$ cat config.mk
export PLATFORM = sky130hd
export DESIGN_NAME = piecewise_linear_curve
export DESIGN_NICKNAME = d
export VERILOG_FILES = /design/src/hdl/plc_pkg.sv /design/src/hdl/plc_ram.sv /design/src/hdl/plc_ctrl.sv /design/src/hdl/plc_datapath.sv /design/src/hdl/piecewise_linear_curve.sv
export SDC_FILE = /design/constraint.sdc
export NUM_CORES = 2
export LEC_CHECK = 0
export ABC_AREA = 1
export BUFFER_PORTS_ARGS = -buffer_cell sky130_fd_sc_hd__buf_4
export CAP_MARGIN = 20
export CORE_AREA = 2 2 395 397
export DETAILED_ROUTE_END_ITERATION = 6
export DIE_AREA = 0 0 397 399
export PLACE_DENSITY_LB_ADDON = 0.1
export RECOVER_POWER = 100
export SLEW_MARGIN = 5
export SYNTH_ARGS = -nofsm -noshare
export SYNTH_HDL_FRONTEND = slang
export SYNTH_SLANG_ARGS = --single-unit
$ cat constraint.sdc
create_clock -name clk -period 19.7 [get_ports clk]
set_input_delay 2.955 -clock clk [delete_from_list [all_inputs] [get_ports clk]]
set_output_delay 2.955 -clock clk [all_outputs]
set_load 0.01 [all_outputs]
$ cat src/hdl/plc_pkg.sv
package plc_pkg;

    // Width of the points_in_use register and its value after reset.
    localparam int PTS_W = 5;
    localparam logic [PTS_W-1:0] PTS_RESET = 5'd2;

    // Function codes of an input word.
    localparam logic FUNC_LOAD = 1'b0;
    localparam logic FUNC_EVAL = 1'b1;

    // Input word: one breakpoint load or one query.
    typedef struct packed {
        logic               func;
        logic [3:0]         point_index;
        logic signed [15:0] point_x;
        logic signed [15:0] point_y;
        logic signed [15:0] query_x;
    } plc_req_t;

    // Result word.
    typedef struct packed {
        logic signed [15:0] curve_y;
        logic [3:0]         segment_index;
    } plc_res_t;

    // Controller states.
    typedef enum logic [3:0] {
        ST_IDLE,
        ST_RD0,
        ST_CHK0,
        ST_CHKN,
        ST_SCAN,
        ST_MUL,
        ST_ABS,
        ST_DIV,
        ST_FIN,
        ST_DONE
    } plc_state_t;

    // Datapath operations issued by the controller.
    typedef enum logic [3:0] {
        OP_NONE,
        OP_QUERY,
        OP_ADDR_LAST,
        OP_FIRST,
        OP_LAST_MISS,
        OP_ADVANCE,
        OP_SEG,
        OP_CLAMP_LO,
        OP_CLAMP_HI,
        OP_MUL,
        OP_ABS,
        OP_DIV,
        OP_FIN
    } plc_op_t;

    // Command from the controller to the datapath.
    typedef struct packed {
        logic    ram_we;
        plc_op_t op;
    } plc_cmd_t;

    // Status from the datapath to the controller.
    typedef struct packed {
        logic q_le_rd;
        logic q_ge_rd;
        logic n_one;
        logic j_last;
        logic div_last;
    } plc_status_t;

endpackage

$ cat src/hdl/plc_ram.sv
module plc_ram #(
    parameter int WIDTH = 32,
    parameter int DEPTH = 16
) (
    input  logic                     clk,
    input  logic                     we,
    input  logic [$clog2(DEPTH)-1:0] waddr,
    input  logic [WIDTH-1:0]         wdata,
    input  logic [$clog2(DEPTH)-1:0] raddr,
    output logic [WIDTH-1:0]         rdata
);

    logic [WIDTH-1:0] mem [DEPTH];
    logic [WIDTH-1:0] rdata_reg;

    // One write port and one registered read port.
    always_ff @(posedge clk)
    begin
        if (we)
        begin
            mem[waddr] <= wdata;
        end
        rdata_reg <= mem[raddr];
    end

    assign rdata = rdata_reg;

endmodule

$ cat src/hdl/plc_ctrl.sv
module plc_ctrl (
    input  logic                 clk,
    input  logic                 rst_n,
    input  logic                 start,
    input  logic                 func,
    input  plc_pkg::plc_status_t status,
    output plc_pkg::plc_cmd_t    cmd,
    output logic                 busy,
    output logic                 done
);

    import plc_pkg::*;

    plc_state_t state_reg;
    plc_state_t state_next;

    // State register.
    always_ff @(posedge clk or negedge rst_n)
    begin
        if (!rst_n)
        begin
            state_reg <= ST_IDLE;
        end
        else
        begin
            state_reg <= state_next;
        end
    end

    // Next state and commands.
    always_comb
    begin
        state_next = state_reg;
        cmd.ram_we = 1'b0;
        cmd.op     = OP_NONE;
        busy       = 1'b1;
        done       = 1'b0;

        unique case (state_reg) inside
            ST_IDLE, ST_DONE:
            begin
                busy       = 1'b0;
                done       = (state_reg == ST_DONE);
                state_next = ST_IDLE;
                if (start)
                begin
                    if (func == FUNC_EVAL)
                    begin
                        cmd.op     = OP_QUERY;
                        state_next = ST_RD0;
                    end
                    else
                    begin
                        cmd.ram_we = 1'b1;
                    end
                end
            end
            ST_RD0:
            begin
                cmd.op     = OP_ADDR_LAST;
                state_next = ST_CHK0;
            end
            ST_CHK0:
            begin
                // At or below the first abscissa, or a single-point curve.
                if (status.q_le_rd || status.n_one)
                begin
                    cmd.op     = OP_CLAMP_LO;
                    state_next = ST_DONE;
                end
                else
                begin
                    cmd.op     = OP_FIRST;
                    state_next = ST_CHKN;
                end
            end
            ST_CHKN:
            begin
                if (status.q_ge_rd)
                begin
                    cmd.op     = OP_CLAMP_HI;
                    state_next = ST_DONE;
                end
                else
                begin
                    cmd.op     = OP_LAST_MISS;
                    state_next = ST_SCAN;
                end
            end
            ST_SCAN:
            begin
                if (status.q_le_rd || status.j_last)
                begin
                    cmd.op     = OP_SEG;
                    state_next = ST_MUL;
                end
                else
                begin
                    cmd.op = OP_ADVANCE;
                end
            end
            ST_MUL:
            begin
                cmd.op     = OP_MUL;
                state_next = ST_ABS;
            end
            ST_ABS:
            begin
                cmd.op     = OP_ABS;
                state_next = ST_DIV;
            end
            ST_DIV:
            begin
                cmd.op = OP_DIV;
                if (status.div_last)
                begin
                    state_next = ST_FIN;
                end
            end
            ST_FIN:
            begin
                cmd.op     = OP_FIN;
                state_next = ST_DONE;
            end
            default:
            begin
                state_next = ST_IDLE;
            end
        endcase
    end

endmodule

$ cat src/hdl/plc_datapath.sv
module plc_datapath #(
    parameter int MAX_POINTS = 16
) (
    input  logic                       clk,
    input  logic                       rst_n,
    input  plc_pkg::plc_req_t          request,
    input  logic                       cfg_write,
    input  logic [plc_pkg::PTS_W-1:0]  cfg_data,
    input  plc_pkg::plc_cmd_t          cmd,
    output plc_pkg::plc_status_t       status,
    output plc_pkg::plc_res_t          result
);

    import plc_pkg::*;

    localparam int IDX_W = $clog2(MAX_POINTS);

    logic [PTS_W-1:0]   pts_reg;
    logic signed [15:0] q_reg;
    logic [IDX_W-1:0]   last_reg;
    logic [IDX_W-1:0]   last_next;
    logic [IDX_W-1:0]   addr_reg;
    logic [IDX_W-1:0]   j_reg;
    logic signed [15:0] x0_reg;
    logic signed [15:0] y0_reg;
    logic signed [15:0] x1_reg;
    logic signed [15:0] y1_reg;
    logic signed [33:0] prod_reg;
    logic signed [33:0] prod_next;
    logic [15:0]        den_reg;
    logic [15:0]        den_next;
    logic [31:0]        quo_reg;
    logic [15:0]        rem_reg;
    logic               neg_reg;
    logic [4:0]         cnt_reg;
    plc_res_t           res_reg;

    logic               slot_ok;
    logic               ram_we;
    logic [31:0]        rd_data;
    logic signed [15:0] rd_x;
    logic signed [15:0] rd_y;
    logic signed [16:0] dy;
    logic signed [16:0] dx;
    logic signed [16:0] dxs;
    logic [33:0]        mag;
    logic [16:0]        trial;
    logic [16:0]        trial_sub;
    logic [31:0]        quo_signed;
    logic [31:0]        sum;

    // Breakpoint store: abscissa in the upper half of a word, ordinate in the lower.
    assign slot_ok = ({28'd0, request.point_index} < 32'(MAX_POINTS));
    assign ram_we  = cmd.ram_we && slot_ok;

    plc_ram #(
        .WIDTH (32),
        .DEPTH (MAX_POINTS)
    ) u_ram (
        .clk   (clk),
        .we    (ram_we),
        .waddr (IDX_W'(request.point_index)),
        .wdata ({request.point_x, request.point_y}),
        .raddr (addr_reg),
        .rdata (rd_data)
    );

    assign rd_x = rd_data[31:16];
    assign rd_y = rd_data[15:0];

    // Index of the last breakpoint in use, with the count clamped to the table.
    always_comb
    begin
        if (pts_reg == '0)
        begin
            last_next = '0;
        end
        else if (32'(pts_reg) > 32'(MAX_POINTS))
        begin
            last_next = IDX_W'(MAX_POINTS - 1);
        end
        else
        begin
            last_next = IDX_W'(pts_reg - 5'd1);
        end
    end

    // Product of the ordinate step and the query offset, and the divisor.
    assign dy        = {y1_reg[15], y1_reg} - {y0_reg[15], y0_reg};
    assign dx        = {q_reg[15], q_reg} - {x0_reg[15], x0_reg};
    assign dxs       = {x1_reg[15], x1_reg} - {x0_reg[15], x0_reg};
    assign prod_next = dy * dx;
    assign den_next  = (dxs <= 17'sd0) ? 16'd1 : dxs[15:0];

    // One restoring division step.
    assign mag       = prod_reg[33] ? (-prod_reg) : prod_reg;
    assign trial     = {rem_reg, quo_reg[31]};
    assign trial_sub = trial - {1'b0, den_reg};

    // Final sum with the quotient's sign restored.
    assign quo_signed = neg_reg ? (-quo_reg) : quo_reg;
    assign sum        = {{16{y0_reg[15]}}, y0_reg} + quo_signed;

    // Configuration register.
    always_ff @(posedge clk or negedge rst_n)
    begin
        if (!rst_n)
        begin
            pts_reg <= PTS_RESET;
        end
        else if (cfg_write)
        begin
            pts_reg <= cfg_data;
        end
    end

    // Working registers, stepped by the controller.
    always_ff @(posedge clk)
    begin
        unique case (cmd.op)
            OP_QUERY:
            begin
                q_reg    <= request.query_x;
                last_reg <= last_next;
                addr_reg <= '0;
            end
            OP_ADDR_LAST:
            begin
                addr_reg <= last_reg;
            end
            OP_FIRST:
            begin
                x0_reg   <= rd_x;
                y0_reg   <= rd_y;
                addr_reg <= IDX_W'(1);
            end
            OP_LAST_MISS:
            begin
                j_reg    <= IDX_W'(1);
                addr_reg <= IDX_W'(2);
            end
            OP_ADVANCE:
            begin
                x0_reg   <= rd_x;
                y0_reg   <= rd_y;
                j_reg    <= j_reg + IDX_W'(1);
                addr_reg <= addr_reg + IDX_W'(1);
            end
            OP_SEG:
            begin
                x1_reg <= rd_x;
                y1_reg <= rd_y;
            end
            OP_CLAMP_LO:
            begin
                res_reg.curve_y       <= rd_y;
                res_reg.segment_index <= 4'd0;
            end
            OP_CLAMP_HI:
            begin
                res_reg.curve_y       <= rd_y;
                res_reg.segment_index <= 4'(last_reg);
            end
            OP_MUL:
            begin
                prod_reg <= prod_next;
                den_reg  <= den_next;
            end
            OP_ABS:
            begin
                neg_reg <= prod_reg[33];
                quo_reg <= mag[31:0];
                rem_reg <= '0;
                cnt_reg <= '0;
            end
            OP_DIV:
            begin
                if (!trial_sub[16])
                begin
                    rem_reg <= trial_sub[15:0];
                    quo_reg <= {quo_reg[30:0], 1'b1};
                end
                else
                begin
                    rem_reg <= trial[15:0];
                    quo_reg <= {quo_reg[30:0], 1'b0};
                end
                cnt_reg <= cnt_reg + 5'd1;
            end
            OP_FIN:
            begin
                res_reg.curve_y       <= sum[15:0];
                res_reg.segment_index <= 4'(j_reg);
            end
            OP_NONE:
            begin
            end
            default:
            begin
            end
        endcase
    end

    // Status back to the controller.
    assign status.q_le_rd  = (q_reg <= rd_x);
    assign status.q_ge_rd  = (q_reg >= rd_x);
    assign status.n_one    = (last_reg == '0);
    assign status.j_last   = (j_reg == last_reg);
    assign status.div_last = (cnt_reg == 5'd31);

    assign result = res_reg;

endmodule

$ cat src/hdl/piecewise_linear_curve.sv
// Piecewise-linear curve lookup.
// An input word is taken at a rising edge with start high and busy low. A word with
// func low writes one breakpoint (x, y) into slot point_index; it raises no busy, gives
// no result, and the next word may follow in the next cycle. A word with func high
// evaluates the curve at query_x over the first points_in_use breakpoints.
// The result word is on result for exactly one cycle, marked by done; the receiver
// cannot hold it off, and a new word may be taken in that same cycle.
// A query that clamps at the low end answers after the states RD0 and CHK0, one that
// clamps at the high end after RD0, CHK0 and CHKN. An interpolated query walks the
// breakpoint store one entry a cycle through its single read port to find segment j,
// then passes the multiply state, the absolute-value state, a 32-step restoring
// divider and the final sum before its result is shown.
// The user must write points_in_use through cfg_write and cfg_data while the block is
// idle; the block does not enforce this. Reset returns the controller to idle and
// points_in_use to two; the breakpoint store is not cleared and must be loaded before use.
module piecewise_linear_curve #(
    parameter int MAX_POINTS = 16
) (
    input  logic                      clk,
    input  logic                      rst_n,
    input  logic                      start,
    output logic                      busy,
    input  plc_pkg::plc_req_t         request,
    output logic                      done,
    output plc_pkg::plc_res_t         result,
    input  logic                      cfg_write,
    input  logic [plc_pkg::PTS_W-1:0] cfg_data
);

    import plc_pkg::*;

    plc_cmd_t    cmd;
    plc_status_t status;

    // Sequencer.
    plc_ctrl u_ctrl (
        .clk    (clk),
        .rst_n  (rst_n),
        .start  (start),
        .func   (request.func),
        .status (status),
        .cmd    (cmd),
        .busy   (busy),
        .done   (done)
    );

    // Store, search registers, multiplier and divider.
    plc_datapath #(
        .MAX_POINTS (MAX_POINTS)
    ) u_datapath (
        .clk       (clk),
        .rst_n     (rst_n),
        .request   (request),
        .cfg_write (cfg_write),
        .cfg_data  (cfg_data),
        .cmd       (cmd),
        .status    (status),
        .result    (result)
    );

`ifndef ASSERT_OFF
    // A result word is shown for one cycle only.
    a_done_single: assert property (@(posedge clk) disable iff (!rst_n)
        done |=> !done)
        else $error("done held for more than one cycle");

    // A taken query keeps the block busy in the following cycle.
    a_query_busy: assert property (@(posedge clk) disable iff (!rst_n)
        (start && !busy && (request.func == FUNC_EVAL)) |=> busy)
        else $error("query taken without raising busy");

    // A breakpoint load neither raises busy nor produces a result.
    a_load_quiet: assert property (@(posedge clk) disable iff (!rst_n)
        (start && !busy && (request.func == FUNC_LOAD)) |=> (!busy && !done))
        else $error("load raised busy or produced a result");

    // A result follows a busy cycle.
    a_done_after_busy: assert property (@(posedge clk) disable iff (!rst_n)
        done |-> $past(busy))
        else $error("result without a query in progress");
`endif

endmodule
==> flow_summary.ini <==
[sta]
clock_skew_ps = 73.1
finalSetupTns_ps = 0
slew_viol_final = 983
finalSetupViolations = 0
rsz0062_at_grt = no
fin_crit_sh_pct = 49.0
fmax_mhz = 104
worst_hold_slack_ps = 454
min_period_ps = 9650
slew_headroom_pct = -162
hold_violations = 0
tightest_slew_ps = 3920

[placement]
place_congestion = 0.872
port_buffers = 83
hpwl_mm = 95.4

[critical_path]
critical_path_class = flip-flop to flip-flop
path_buf_inv = 3
critPathTopFamily = buffers and inverters
crit_slowest_cell = clkinvlp_2
crit_arrival_ps = 10220
crit_fanout = 68
crit_top_cell = clkbuf_1
path_cells = clkbuf_1, clkinvlp_2, clkbuf_1, o21ai_0, o211ai_1, nand2_1
r2r_setup_slack_ps = 10050
slowest_delay_ps = 3590
end_kind = flip-flop
cp-start-kind = flip-flop
critPathRequiredTime_ps = 20280

[synth]
synth_cells = 4321
synth_area_um2 = 46000
synthFlopType = edfxtp_1
synth_top_area_share_pct = 47.5
synth-edff-count = 727
synth_top_area_cell = edfxtp_1
synth.area.top_cells = edfxtp_1, fa_1, inv_1
synth_nets = 4871
ys.warnings.count = 0
yosysUniqueCellTypes = 60
syn_avg_cell_area_um2 = 10.6
ys_async_sr_fraction_pct = 1.17
synth_seq_cells = 768
synth_common_cells = inv_1, edfxtp_1, nand2_1, nor2_1, fa_1
synth_most_common_cell = inv_1
synth_seq_area_share_pct = 49.4

[clock_network]
path_clk_slew_ps = 60
clk_latency_ps = 730
cts_resized = 0
clock_path_buffers = 3
postCtsHoldBufs = 0
cts_setup_buffers = 0
cts_sinks = 768
numCtsBuffers = 96
h-tree-depth = 3
cts_tree = done
root_buffer = clkbuf_16

[grt]
grt_max_degree = 160
antenna_found_initial = 13
grt_pass1_wl_mm = 211
grt_pass1_vias = 31900
track_usage_pct = 18.0
grt_overflow = 0

[layout]
syn_to_final_growth_pct = 12.6
fill_cells = 15600
drive_gt1_share_pct = 5.33
nets = 4967
largest_reg_flops = 512

[floorplan]
die_h_um = 399
die-area_um2 = 158000
start_util_pct = 29.9
pin_count = 84
num_rows = 144
dieWidth_um = 397
core-area_um2 = 154000

[run_status]
violations = max-capacitance violations, max-slew violations
status = complete, but fails checks

[route]
via_count = 30700
drc_errors = 0
ant_nets = 0
wirelength_mm = 141
vias_per_cell = 4.68
wire_per_inst_um = 21.5
dr.pass1.iters = 5
first_iter_violations = 1820

[flow_run]
maxCapViolCount = 29

[hold_path]
hold_class = flip-flop to flip-flop
[stage by stage]
step,setup slack (ps),utilization (%),instance area (um2),cells
floorplan,12630,-,46000,4321
global placement,11760,31.9,49100,6361
detailed placement,11770,31.9,49100,6361
CTS,11750,34.0,52200,6541
global route,9400,33.7,51800,6543
finish,10050,33.7,51800,6544
[layout make-up]
| type | instances | area (um2) | share of cell area (%) |
|---|---|---|---|
| Tap cell | 2044 | 2560 | 4.94 |
| Clock buffer | 126 | 2560 | 4.94 |
| Inverter | 745 | 2800 | 5.40 |
| Multi-Input combinational cell | 2670 | 20000 | 38.5 |
| Clock inverter | 54 | 532 | 1.03 |
| Antenna cell | 1 | 2.50 | 0.00483 |
| Sequential cell | 768 | 22700 | 43.8 |
| Timing Repair Buffer | 136 | 688 | 1.33 |
[cells in the final DEF (no fill, tap or decap), types with 8 or more instances in the layout]
cell type  synthesis  routed
inv_1            729     728
edfxtp_1         727     727
nand2_1          643     646
nor2_1           332     316
fa_1             301     301
o21ai_0          248     252
a21oi_1          250     250
ha_1             187     187
nand3_1          164     164
o211ai_1         133     133
mux2i_1          128     128
clkbuf_1          80     119
clkbuf_16          0      97
xor2_1            67      68
xnor2_1           39      39
dfxtp_1           32      32
buf_4             10      31
clkinv_1           8      28
nor3_1            24      24
nand4_1           23      23
nor2_4             0      15
clkinv_2           0      15
nand3b_1          13      13
or2_2             13      12
clkbuf_4           0      12
a21o_1             9       9
o31ai_1            9       9
a31oi_1            9       9
inv_2              8       9
o21bai_1           8       8
a21boi_0           4       8
nor4_1             8       8
dfrtp_1            8       8
[cells by family after synthesis]
group / Yosys count / synth area share [%]
simple gates: 1237 / 11.1
buf+inv: 883 / 7.39
flops: 768 / 49.4
compound gates: 702 / 8.82
fa+ha+maj: 488 / 18.2
mux: 129 / 2.81
xor+xnor: 114 / 2.35
[metal layers]
| metal | GRT usage (%) | vias to the layer above | routed length [um] |
|---|---|---|---|
| met3 | 2.71 | 171 | 5540 |
| met1 | 24.5 | 15300 | 64800 |
| met5 | 0 | - | 51 |
| met4 | 3.71 | 8 | 2980 |
| met2 | 30.5 | 522 | 67500 |
| li1 | - | 14600 | - |
[path summary, 6_finish.rpt]
check / startpoint / end / cells after the start
max in group asynchronous: rst_n / u_ctrl.state_reg[1]$_DFFE_PN0P_ / 1
worst min register to register: u_datapath.u_ram.rdata[25]$_DFF_P_ / u_datapath.x1_reg[9]$_DFFE_PN_ / 0
worst max-delay path: u_datapath.addr_reg[1]$_DFFE_PP_ / u_datapath.u_ram.rdata[24]$_DFF_P_ / 6
min in group asynchronous: rst_n / u_datapath.pts_reg[4]$_DFFE_PN0P_ / 1
worst min-delay path: u_datapath.u_ram.rdata[25]$_DFF_P_ / u_datapath.x1_reg[9]$_DFFE_PN_ / 0
worst max register to register: u_datapath.addr_reg[1]$_DFFE_PP_ / u_datapath.u_ram.rdata[24]$_DFF_P_ / 6
Power is not shown: default switching activity piles up to over one toggle a cycle in this logic, so the estimate is an artifact.
